===== config.mk =====
export PLATFORM = sky130hd
export DESIGN_NAME = barometric_pressure_compensation
export DESIGN_NICKNAME = d
export VERILOG_FILES = /design/src/sv/bpc_pkg.sv /design/src/sv/bpc_div.sv /design/src/sv/barometric_pressure_compensation.sv
export VERILOG_INCLUDE_DIRS = /design/src /design/src/sv
export SDC_FILE = /design/constraint.sdc
export NUM_CORES = 2
export LEC_CHECK = 0
export BUFFER_PORTS_ARGS = -buffer_cell sky130_fd_sc_hd__buf_2
export CORE_ASPECT_RATIO = 0.8
export CORE_MARGIN = 2
export CORE_UTILIZATION = 45
export CTS_CLUSTER_SIZE = 28
export DETAILED_ROUTE_END_ITERATION = 10
export PLACE_DENSITY = 0.68
export SETUP_SLACK_MARGIN = 0.5
export SLEW_MARGIN = 0
export SYNTH_ARGS = -nofsm -noshare
export SYNTH_HDL_FRONTEND = slang
export SYNTH_SLANG_ARGS = --single-unit

===== constraint.sdc =====
create_clock -name clk -period 24.2 [get_ports clk]
set_input_delay 4.84 -clock clk [delete_from_list [all_inputs] [get_ports clk]]
set_output_delay 4.84 -clock clk [all_outputs]
set_load 0.005 [all_outputs]

===== src/sv/assert_macros.svh =====
// Assertion helpers for the RTL; barometric_pressure_compensation.sv includes them.
`ifndef ASSERT_MACROS_SVH
`define ASSERT_MACROS_SVH
`ifndef SYNTH
// Checked on every rising edge outside reset.
`define BPC_ASSERT(lbl, clk, rst_n, prop) \
	lbl: assert property (@(posedge clk) disable iff (!rst_n) prop) \
		else $error("bpc assertion failed");
// Checked on every rising edge, reset included.
`define BPC_ASSERT_ANY(lbl, clk, prop) \
	lbl: assert property (@(posedge clk) prop) \
		else $error("bpc assertion failed");
`else
`define BPC_ASSERT(lbl, clk, rst_n, prop)
`define BPC_ASSERT_ANY(lbl, clk, prop)
`endif
`endif


===== src/sv/bpc_pkg.sv =====
package bpc_pkg;

	localparam int RAW_W = 19;

	// Configuration register indexes.
	localparam logic [2:0] REG_AC1_AC2 = 3'd0;
	localparam logic [2:0] REG_AC3_AC4 = 3'd1;
	localparam logic [2:0] REG_AC5_AC6 = 3'd2;
	localparam logic [2:0] REG_B1_B2   = 3'd3;
	localparam logic [2:0] REG_MC_MD   = 3'd4;
	localparam logic [2:0] REG_OSS     = 3'd5;

	localparam logic [1:0]  OSS_RESET   = 2'd3;
	localparam logic [31:0] K_B6_OFS    = 32'd4000;
	localparam logic [31:0] K_C3038     = 32'd3038;
	localparam logic [31:0] K_CM7357    = 32'hFFFF_E343;
	localparam logic [31:0] K_C3791     = 32'd3791;
	localparam logic [31:0] K_P_SCALE   = 32'd50000;
	localparam logic [31:0] K_X3_OFS    = 32'd32768;
	localparam logic [5:0]  DIV_STEPS   = 6'd32;

	typedef struct packed {
		logic start;
		logic is_signed;
	} div_req_t;

	typedef struct packed {
		logic busy;
		logic done;
	} div_stat_t;

	function automatic logic [31:0] asr(input logic [31:0] v, input logic [4:0] s);
		return 32'($signed(v) >>> s);
	endfunction

	function automatic logic [31:0] sx16(input logic [15:0] v);
		return {{16{v[15]}}, v};
	endfunction

endpackage


===== src/sv/bpc_div.sv =====
module bpc_div import bpc_pkg::*; (
	input  logic        clk,
	input  logic        arst_n,
	input  div_req_t    req,
	input  logic [31:0] num,
	input  logic [31:0] den,
	output div_stat_t   stat,
	output logic [31:0] quo
);

	typedef enum logic [3:0] {
		D_IDLE = 4'b0001,
		D_RUN  = 4'b0010,
		D_FIX  = 4'b0100,
		D_DONE = 4'b1000
	} dstate_t;

	dstate_t     state_q;
	logic [5:0]  cnt_q;
	logic [31:0] rem_q;
	logic [31:0] quo_q;
	logic [31:0] den_q;
	logic        neg_q;

	logic [32:0] rem_sh;
	logic [32:0] diff;
	logic        fits;
	logic        num_neg;
	logic        den_neg;

	assign rem_sh  = {rem_q, quo_q[31]};
	assign diff    = rem_sh - {1'b0, den_q};
	assign fits    = !diff[32];
	assign num_neg = req.is_signed & num[31];
	assign den_neg = req.is_signed & den[31];

	always_ff @(posedge clk or negedge arst_n) begin
		if (!arst_n) begin
			state_q <= D_IDLE;
			cnt_q   <= '0;
		end else begin
			unique case (state_q)
				D_IDLE: begin
					if (req.start) begin
						state_q <= D_RUN;
						cnt_q   <= DIV_STEPS;
					end
				end
				D_RUN: begin
					cnt_q <= cnt_q - 6'd1;
					if (cnt_q == 6'd1) begin
						state_q <= D_FIX;
					end
				end
				D_FIX:   state_q <= D_DONE;
				D_DONE:  state_q <= D_IDLE;
				default: state_q <= D_IDLE;
			endcase
		end
	end

	// Restoring division on magnitudes, one quotient bit per cycle; the sign is
	// applied in the D_FIX state.
	always_ff @(posedge clk) begin
		unique case (state_q)
			D_IDLE: begin
				if (req.start) begin
					quo_q <= num_neg ? (~num + 32'd1) : num;
					den_q <= den_neg ? (~den + 32'd1) : den;
					neg_q <= num_neg ^ den_neg;
					rem_q <= '0;
				end
			end
			D_RUN: begin
				rem_q <= fits ? diff[31:0] : rem_sh[31:0];
				quo_q <= {quo_q[30:0], fits};
			end
			D_FIX: begin
				if (neg_q) begin
					quo_q <= ~quo_q + 32'd1;
				end
			end
			default: begin
			end
		endcase
	end

	assign stat.busy = (state_q != D_IDLE);
	assign stat.done = (state_q == D_DONE);
	assign quo       = quo_q;

endmodule


===== src/sv/barometric_pressure_compensation.sv =====
// The 32-step serial divider and the single shared 32x32 multiplier carry the
// arithmetic; a zero divisor skips the division and flags divide_error.
// One transaction is in flight at a time: in_ready is low while busy, until the
// result has been handed to the output register.
// Reset (arst_n low, asynchronous): calibration registers and temp_term go to zero,
// oversampling to 3, the sequencer to idle and out_valid low.
`include "assert_macros.svh"
module barometric_pressure_compensation import bpc_pkg::*; (
	input  logic             clk,
	input  logic             arst_n,
	input  logic             cfg_we,
	input  logic [2:0]       cfg_index,
	input  logic [31:0]      cfg_data,
	input  logic             in_valid,
	output logic             in_ready,
	input  logic             mode,
	input  logic [RAW_W-1:0] raw_value,
	output logic             out_valid,
	input  logic             out_ready,
	output logic [31:0]      result_value,
	output logic             result_is_pressure,
	output logic             divide_error
);

	typedef enum logic [23:0] {
		S_IDLE   = 24'h000001,
		S_T_SUB  = 24'h000002,
		S_T_MUL  = 24'h000004,
		S_T_X1   = 24'h000008,
		S_T_DEN  = 24'h000010,
		S_T_WAIT = 24'h000020,
		S_P_B6   = 24'h000040,
		S_P_SQ   = 24'h000080,
		S_P_AC2  = 24'h000100,
		S_P_B2   = 24'h000200,
		S_P_AC3  = 24'h000400,
		S_P_B1   = 24'h000800,
		S_P_X3   = 24'h001000,
		S_P_K    = 24'h002000,
		S_P_B7   = 24'h004000,
		S_P_B4   = 24'h008000,
		S_P_DIV  = 24'h010000,
		S_P_WAIT = 24'h020000,
		S_P_T    = 24'h040000,
		S_P_C1   = 24'h080000,
		S_P_C2   = 24'h100000,
		S_P_C3   = 24'h200000,
		S_P_C4   = 24'h400000,
		S_DONE   = 24'h800000
	} state_t;

	state_t state_q;

	logic [31:0] cal_ac1_ac2_q, cal_ac3_ac4_q, cal_ac5_ac6_q, cal_b1_b2_q, cal_mc_md_q;
	logic [1:0]  oss_q;
	logic [31:0] temp_q;

	logic             mode_q;
	logic [RAW_W-1:0] raw_q;
	logic [31:0]      prod_q, acc_q, x_q, b6_q, sq_q, b3_q, b7_q, b4_q, p_q, res_q;
	logic             err_q;
	logic             out_valid_q;
	logic [31:0]      out_value_q;
	logic             out_pres_q, out_err_q;

	logic [31:0] ac1, ac2, ac3, ac4, ac5, ac6, b1, b2, mc, md;
	logic [31:0] raw_ext, mul_a, mul_b, b3_sum, b3_shl, p_sh8, b5;
	logic        out_free;

	div_req_t    div_req;
	div_stat_t   div_stat;
	logic [31:0] div_num, div_den, div_quo;

	assign ac1 = sx16(cal_ac1_ac2_q[31:16]);
	assign ac2 = sx16(cal_ac1_ac2_q[15:0]);
	assign ac3 = sx16(cal_ac3_ac4_q[31:16]);
	assign ac4 = {16'd0, cal_ac3_ac4_q[15:0]};
	assign ac5 = {16'd0, cal_ac5_ac6_q[31:16]};
	assign ac6 = {16'd0, cal_ac5_ac6_q[15:0]};
	assign b1  = sx16(cal_b1_b2_q[31:16]);
	assign b2  = sx16(cal_b1_b2_q[15:0]);
	assign mc  = sx16(cal_mc_md_q[31:16]);
	assign md  = sx16(cal_mc_md_q[15:0]);

	assign raw_ext  = {{(32-RAW_W){1'b0}}, raw_q};
	assign b3_sum   = (ac1 << 2) + acc_q;
	assign b3_shl   = b3_sum << oss_q;
	assign p_sh8    = asr(p_q, 5'd8);
	assign b5       = x_q + div_quo;
	assign out_free = !out_valid_q || out_ready;

	assign in_ready           = (state_q == S_IDLE);
	assign out_valid          = out_valid_q;
	assign result_value       = out_value_q;
	assign result_is_pressure = out_pres_q;
	assign divide_error       = out_err_q;

	// Operand select for the shared multiplier; only the low 32 bits of the product
	// are kept, which is the same for signed and unsigned operands.
	always_comb begin
		mul_a = '0;
		mul_b = '0;
		unique case (state_q)
			S_T_MUL: begin
				mul_a = acc_q;
				mul_b = ac5;
			end
			S_P_SQ: begin
				mul_a = b6_q;
				mul_b = b6_q;
			end
			S_P_AC2: begin
				mul_a = ac2;
				mul_b = b6_q;
			end
			S_P_B2: begin
				mul_a = b2;
				mul_b = sq_q;
			end
			S_P_AC3: begin
				mul_a = ac3;
				mul_b = b6_q;
			end
			S_P_B1: begin
				mul_a = b1;
				mul_b = sq_q;
			end
			S_P_K: begin
				mul_a = acc_q;
				mul_b = K_P_SCALE >> oss_q;
			end
			S_P_B7: begin
				mul_a = ac4;
				mul_b = x_q;
			end
			S_P_T: begin
				mul_a = p_sh8;
				mul_b = p_sh8;
			end
			S_P_C1: begin
				mul_a = p_q;
				mul_b = K_CM7357;
			end
			S_P_C2: begin
				mul_a = x_q;
				mul_b = K_C3038;
			end
			default: begin
			end
		endcase
	end

	always_comb begin
		div_req.start     = ((state_q == S_T_DEN) && (acc_q != 32'd0)) ||
		                    ((state_q == S_P_DIV) && (b4_q != 32'd0));
		div_req.is_signed = (state_q == S_T_DEN);
		if (state_q == S_T_DEN) begin
			div_num = mc << 11;
			div_den = acc_q;
		end else begin
			div_num = b7_q[31] ? b7_q : {b7_q[30:0], 1'b0};
			div_den = b4_q;
		end
	end

	bpc_div u_div (
		.clk    (clk),
		.arst_n (arst_n),
		.req    (div_req),
		.num    (div_num),
		.den    (div_den),
		.stat   (div_stat),
		.quo    (div_quo)
	);

	always_ff @(posedge clk or negedge arst_n) begin
		if (!arst_n) begin
			cal_ac1_ac2_q <= '0;
			cal_ac3_ac4_q <= '0;
			cal_ac5_ac6_q <= '0;
			cal_b1_b2_q   <= '0;
			cal_mc_md_q   <= '0;
			oss_q         <= OSS_RESET;
		end else if (cfg_we) begin
			unique case (cfg_index)
				REG_AC1_AC2: cal_ac1_ac2_q <= cfg_data;
				REG_AC3_AC4: cal_ac3_ac4_q <= cfg_data;
				REG_AC5_AC6: cal_ac5_ac6_q <= cfg_data;
				REG_B1_B2:   cal_b1_b2_q   <= cfg_data;
				REG_MC_MD:   cal_mc_md_q   <= cfg_data;
				REG_OSS:     oss_q         <= cfg_data[1:0];
				default: begin
				end
			endcase
		end
	end

	// Sequencer, stored temperature term and output valid.
	always_ff @(posedge clk or negedge arst_n) begin
		if (!arst_n) begin
			state_q     <= S_IDLE;
			temp_q      <= '0;
			out_valid_q <= 1'b0;
		end else begin
			if (state_q == S_DONE && out_free) begin
				out_valid_q <= 1'b1;
			end else if (out_ready) begin
				out_valid_q <= 1'b0;
			end
			unique case (state_q)
				S_IDLE: begin
					if (in_valid) begin
						state_q <= mode ? S_P_B6 : S_T_SUB;
					end
				end
				S_T_SUB: state_q <= S_T_MUL;
				S_T_MUL: state_q <= S_T_X1;
				S_T_X1:  state_q <= S_T_DEN;
				S_T_DEN: state_q <= (acc_q == 32'd0) ? S_DONE : S_T_WAIT;
				S_T_WAIT: begin
					if (div_stat.done) begin
						temp_q  <= b5;
						state_q <= S_DONE;
					end
				end
				S_P_B6:  state_q <= S_P_SQ;
				S_P_SQ:  state_q <= S_P_AC2;
				S_P_AC2: state_q <= S_P_B2;
				S_P_B2:  state_q <= S_P_AC3;
				S_P_AC3: state_q <= S_P_B1;
				S_P_B1:  state_q <= S_P_X3;
				S_P_X3:  state_q <= S_P_K;
				S_P_K:   state_q <= S_P_B7;
				S_P_B7:  state_q <= S_P_B4;
				S_P_B4:  state_q <= S_P_DIV;
				S_P_DIV: state_q <= (b4_q == 32'd0) ? S_DONE : S_P_WAIT;
				S_P_WAIT: begin
					if (div_stat.done) begin
						state_q <= S_P_T;
					end
				end
				S_P_T:   state_q <= S_P_C1;
				S_P_C1:  state_q <= S_P_C2;
				S_P_C2:  state_q <= S_P_C3;
				S_P_C3:  state_q <= S_P_C4;
				S_P_C4:  state_q <= S_DONE;
				S_DONE: begin
					if (out_free) begin
						state_q <= S_IDLE;
					end
				end
				default: state_q <= S_IDLE;
			endcase
		end
	end

	always_ff @(posedge clk) begin
		prod_q <= mul_a * mul_b;
		if (state_q == S_DONE && out_free) begin
			out_value_q <= res_q;
			out_pres_q  <= mode_q;
			out_err_q   <= err_q;
		end
		unique case (state_q)
			S_IDLE: begin
				mode_q <= mode;
				raw_q  <= raw_value;
				err_q  <= 1'b0;
			end
			S_T_SUB: acc_q <= raw_ext - ac6;
			S_T_X1: begin
				x_q   <= asr(prod_q, 5'd15);
				acc_q <= asr(prod_q, 5'd15) + md;
			end
			S_T_DEN: begin
				if (acc_q == 32'd0) begin
					res_q <= '0;
					err_q <= 1'b1;
				end
			end
			S_T_WAIT: res_q <= asr(b5 + 32'd8, 5'd4);
			S_P_B6:   b6_q  <= temp_q - K_B6_OFS;
			S_P_AC2:  sq_q  <= asr(prod_q, 5'd12);
			S_P_B2:   acc_q <= asr(prod_q, 5'd11);
			S_P_AC3:  acc_q <= acc_q + asr(prod_q, 5'd11);
			S_P_B1: begin
				b3_q <= asr(b3_shl + 32'd2, 5'd2);
				x_q  <= asr(prod_q, 5'd13);
			end
			S_P_X3: begin
				x_q   <= asr(x_q + asr(prod_q, 5'd16) + 32'd2, 5'd2);
				acc_q <= raw_ext - b3_q;
			end
			S_P_K:  x_q  <= x_q + K_X3_OFS;
			S_P_B7: b7_q <= prod_q;
			S_P_B4: b4_q <= prod_q >> 15;
			S_P_DIV: begin
				if (b4_q == 32'd0) begin
					res_q <= '0;
					err_q <= 1'b1;
				end
			end
			S_P_WAIT: p_q   <= b7_q[31] ? {div_quo[30:0], 1'b0} : div_quo;
			S_P_C1:   x_q   <= prod_q;
			S_P_C2:   acc_q <= asr(prod_q, 5'd16);
			S_P_C3:   acc_q <= acc_q + asr(prod_q, 5'd16) + K_C3791;
			S_P_C4:   res_q <= p_q + asr(acc_q, 5'd4);
			default: begin
			end
		endcase
	end

	// An accepted transaction always takes the block out of the ready state.
	`BPC_ASSERT(a_busy_after_accept, clk, arst_n, in_valid && in_ready |=> !in_ready)
	// The divider only runs while the sequencer waits for it.
	`BPC_ASSERT(a_div_in_wait, clk, arst_n, div_stat.busy |-> (state_q == S_T_WAIT || state_q == S_P_WAIT))
	// The stored temperature term changes only when a temperature division finishes.
	`BPC_ASSERT(a_temp_update, clk, arst_n, !$stable(temp_q) |-> $past(state_q == S_T_WAIT && div_stat.done))
	// The divider is never active while a new transaction can be taken.
	`BPC_ASSERT(a_idle_div_idle, clk, arst_n, !(in_ready && div_stat.busy))

endmodule


==> results.md <==
* Status: complete, but fails checks
* Violated checks: design-rule violations
* # rows at 121
* Top Ports at 96
* Worst setup EP type: register
* LEAKAGE at 29.0 nW
* Resized Gates After CTS at 0
* Worst Path Arrival at between 10000 and 15000 ps
* Final Hold Fails at 0
* Final net count at around 7400
* Sequential share of the synthesized area at a little under a third
* CP startpoint: state_q[1]
* Final Cycle Share at between 40% and 50%
* CTS hold repair buffers at 0
* Hold Path Stages at 0
* CP Max Fanout at 39
* Comb pwr share at between 40% and 50%
* Synth Area in Simple Gates at roughly 14%
* Post-synthesis register bit count at about 670
* Unrepaired setup endpoints after global routing: false
* Flop pwr share at 32.3%
* Mux contribution to synthesized area at 4.96%
* Number of synthesized flops with an enable pin at roughly 400
* Final TNS setup at 0 ps
* Setup Skew at between 20 and 30 ps
* PortBufs at 95
* Drt initial violations at 7319
* Total GRT Usage at ~32%
* Vias in the first global route at approximately 50000
* CP delay by family, top: simple AND/OR/NAND/NOR gates
* Syn Inst Count at about 6400
* Worst hold start: res_q[7]
* Slowest-stage cell, CP: or2_1
* Post-synth ARST share at between 30% and 40%
* Compound-cell area share of the yosys netlist at roughly 15%
* Fraction of layout cells with a size suffix above 1 at a little over a tenth
* Initial antenna violation count at 14
* Clk_lat worst skew at 700 ps
* R2R depth at 34
* Vias per cell at 6.27
* Dpl hpwl at about 170000 um
* Clock transition at path regs at approximately 60 ps
* Area Growth Syn to Fin at 8.86%
* Sw Pwr at 0.00194 W
* Largest family of logic cells by synthesized area: adder cells
* Post-route minimum period at 11430 ps
* CTS max path bufs at 3
* FMAX at 87.5 MHz
* CTS tree: built
* Grt ovf at 0
* Switch share at ~40%
* CP max stage delay at between 1000 and 1500 ps
* Max_slew headroom at a little over an eighth
* Adder-Cell Fraction of Synth Area at between 20% and 30%
* Worst IR Drop VDD at 0.0555 mV
* Max Cap Viol at 0
* Worst-margin pin slew at approximately 1300 ps
* Avg Inst Size Synth at roughly 9.6 um^2
* Setup Crit Path Kind: reg -> reg
* CP required at approximately 25000 ps
* Worst Hold End: result_value[7]
* Final Setup Violations at 0
* Drt first pass iters at 11
* Post-synthesis xor/xnor area fraction at about 6.9%
* DRC viols at 18
* Yosys Warn Count at 0
* Routed WL per cell at between 20 and 30 um
* Setup Fix Bufs, Post-CTS at 0
* Die Area at around 140000 um^2
* Clock sinks at ~670
* Tot Pwr at 0.00471 W
* Top FF cell, synth: edfxtp_1
* Global-route wire length before repair at between 300000 and 400000 um
* Cell repeated most along the worst path: fa_1
* Slew Limit Fails at 0
* RePlAce Congestion at approximately 1.0
* Crit path buf inv count at 5
* CTS root buf: clkbuf_16
* Clock power frac at 25.9%
* Die extent in x at around 420 um
* Worst Hold Class: reg -> reg
* TritonCTS Buffers at 75
* Post-detailed-route count of antenna-violating nets at 0
* Core Util, Final at roughly 49%
* H-tree depth at 3
* Netlist Area Pre-Place at 61700 um^2
* FF-to-FF setup slack at 12770 ps
* Die Ht at ~340 um
* Pwr Density at 70.1 nW/um^2
* Core Area at 136000 um^2
* Setup crit start kind: register
* Worst r2r src: state_q[1]
* Pint at roughly 0.0028 W
* Hold slack at 417 ps
* Syn_nets at 7354
* Via count at approximately 52000
* Initial Util at 45.3%
* Pin count of the biggest net entering global routing at around 170
* Crit Reg-Reg Endpoint: prod_q[30]
* Unique masters post-synth at around 100
* Total of fill cells in the finished design at 12500
* DRT Wirelength at ~230000 um
## how the worst max path moves through the flow
stage	cells after the start	slack, ps	to
floorplan	34	14730	prod_q[31]
global placement	31	13250	prod_q[31]
detailed placement	34	13210	prod_q[30]
CTS	34	13140	prod_q[30]
global route	34	12410	prod_q[30]
finish	34	12770	prod_q[30]
## power groups by stage
stage               Clock [W]  Combinational (W)  Sequential [W]
floorplan                   0            0.00128         0.00147
global placement            0            0.00186         0.00153
detailed placement          0            0.00188         0.00153
CTS                   0.00123            0.00190         0.00151
global route          0.00127            0.00211         0.00153
finish                0.00122            0.00196         0.00152
## synth_stat cells (all sizes together) (77+ instances only)
cell type	count	area, um^2
xnor2	278	2430
nand2	563	2110
ha	451	5640
o21ai	274	1370
a21oi	283	1420
nor3	94	475
nand3	97	505
nand2b	95	594
edfxtp	411	12300
mux2	203	2290
a21o	114	856
nor2	596	2240
inv	673	2530
dfrtp	225	5630
xor2	197	1730
mux2i	77	771
fa	428	8570
clkbuf	193	724
## placed cells by master, fill, tap and decap left out, drive strengths merged, types with 60 or more instances in the layout
master and instances:
inv 674, nor2 596, nand2 563, ha 451
fa 428, edfxtp 411, a21oi 283, xnor2 278
o21ai 274, dfrtp 225, buf 225, mux2 203
xor2 197, a21o 114, clkbuf 98, nand3 97
nand2b 95, nor3 94, mux2i 77, a222oi 74
a22oi 60
## routing by layer
metal	part of all wire [%]	GRT usage, %
met5	0.076	0.761
met4	4.7	12.8
met3	15	12.7
met2	38	43.0
met1	42	46.3
## metrics by stage
step | cell area [um^2] | instances | setup WS, ps
final | 67100 | 8307 | 12770
after CTS | 67100 | 8296 | 13140
after detailed placement | 64600 | 8158 | 13210
after floorplan | 61700 | 6415 | 14730
after global routing | 67100 | 8297 | 12410
after global placement | 64500 | 8157 | 13250
## layout make-up
| cell class | instances | area, um^2 | share of cell area, % |
|---|---|---|---|
| tap | 1783 | 2230 | 3.32 |
| multi-input combinational | 4804 | 39600 | 59.0 |
| antenna | 11 | 27.5 | 0.0410 |
| sequential | 672 | 18700 | 27.9 |
| clock inverter | 40 | 402 | 0.598 |
| inverter | 674 | 2530 | 3.77 |
| timing repair buffer | 225 | 1470 | 2.20 |
| clock buffer | 98 | 2140 | 3.19 |
## logic make-up (layout without fill, tap and decap cells)
kind of cell	Yosys count	in the layout
buffers and inverters	939	1037
flip-flops	672	672
other	0	11
AO/OA/AOI/OAI	1311	1311
multiplexers	280	280
AND/OR/NAND/NOR	1856	1856
XOR/XNOR	478	478
adder cells (fa/ha/maj)	879	879
(Power assumes the default switching activity.)
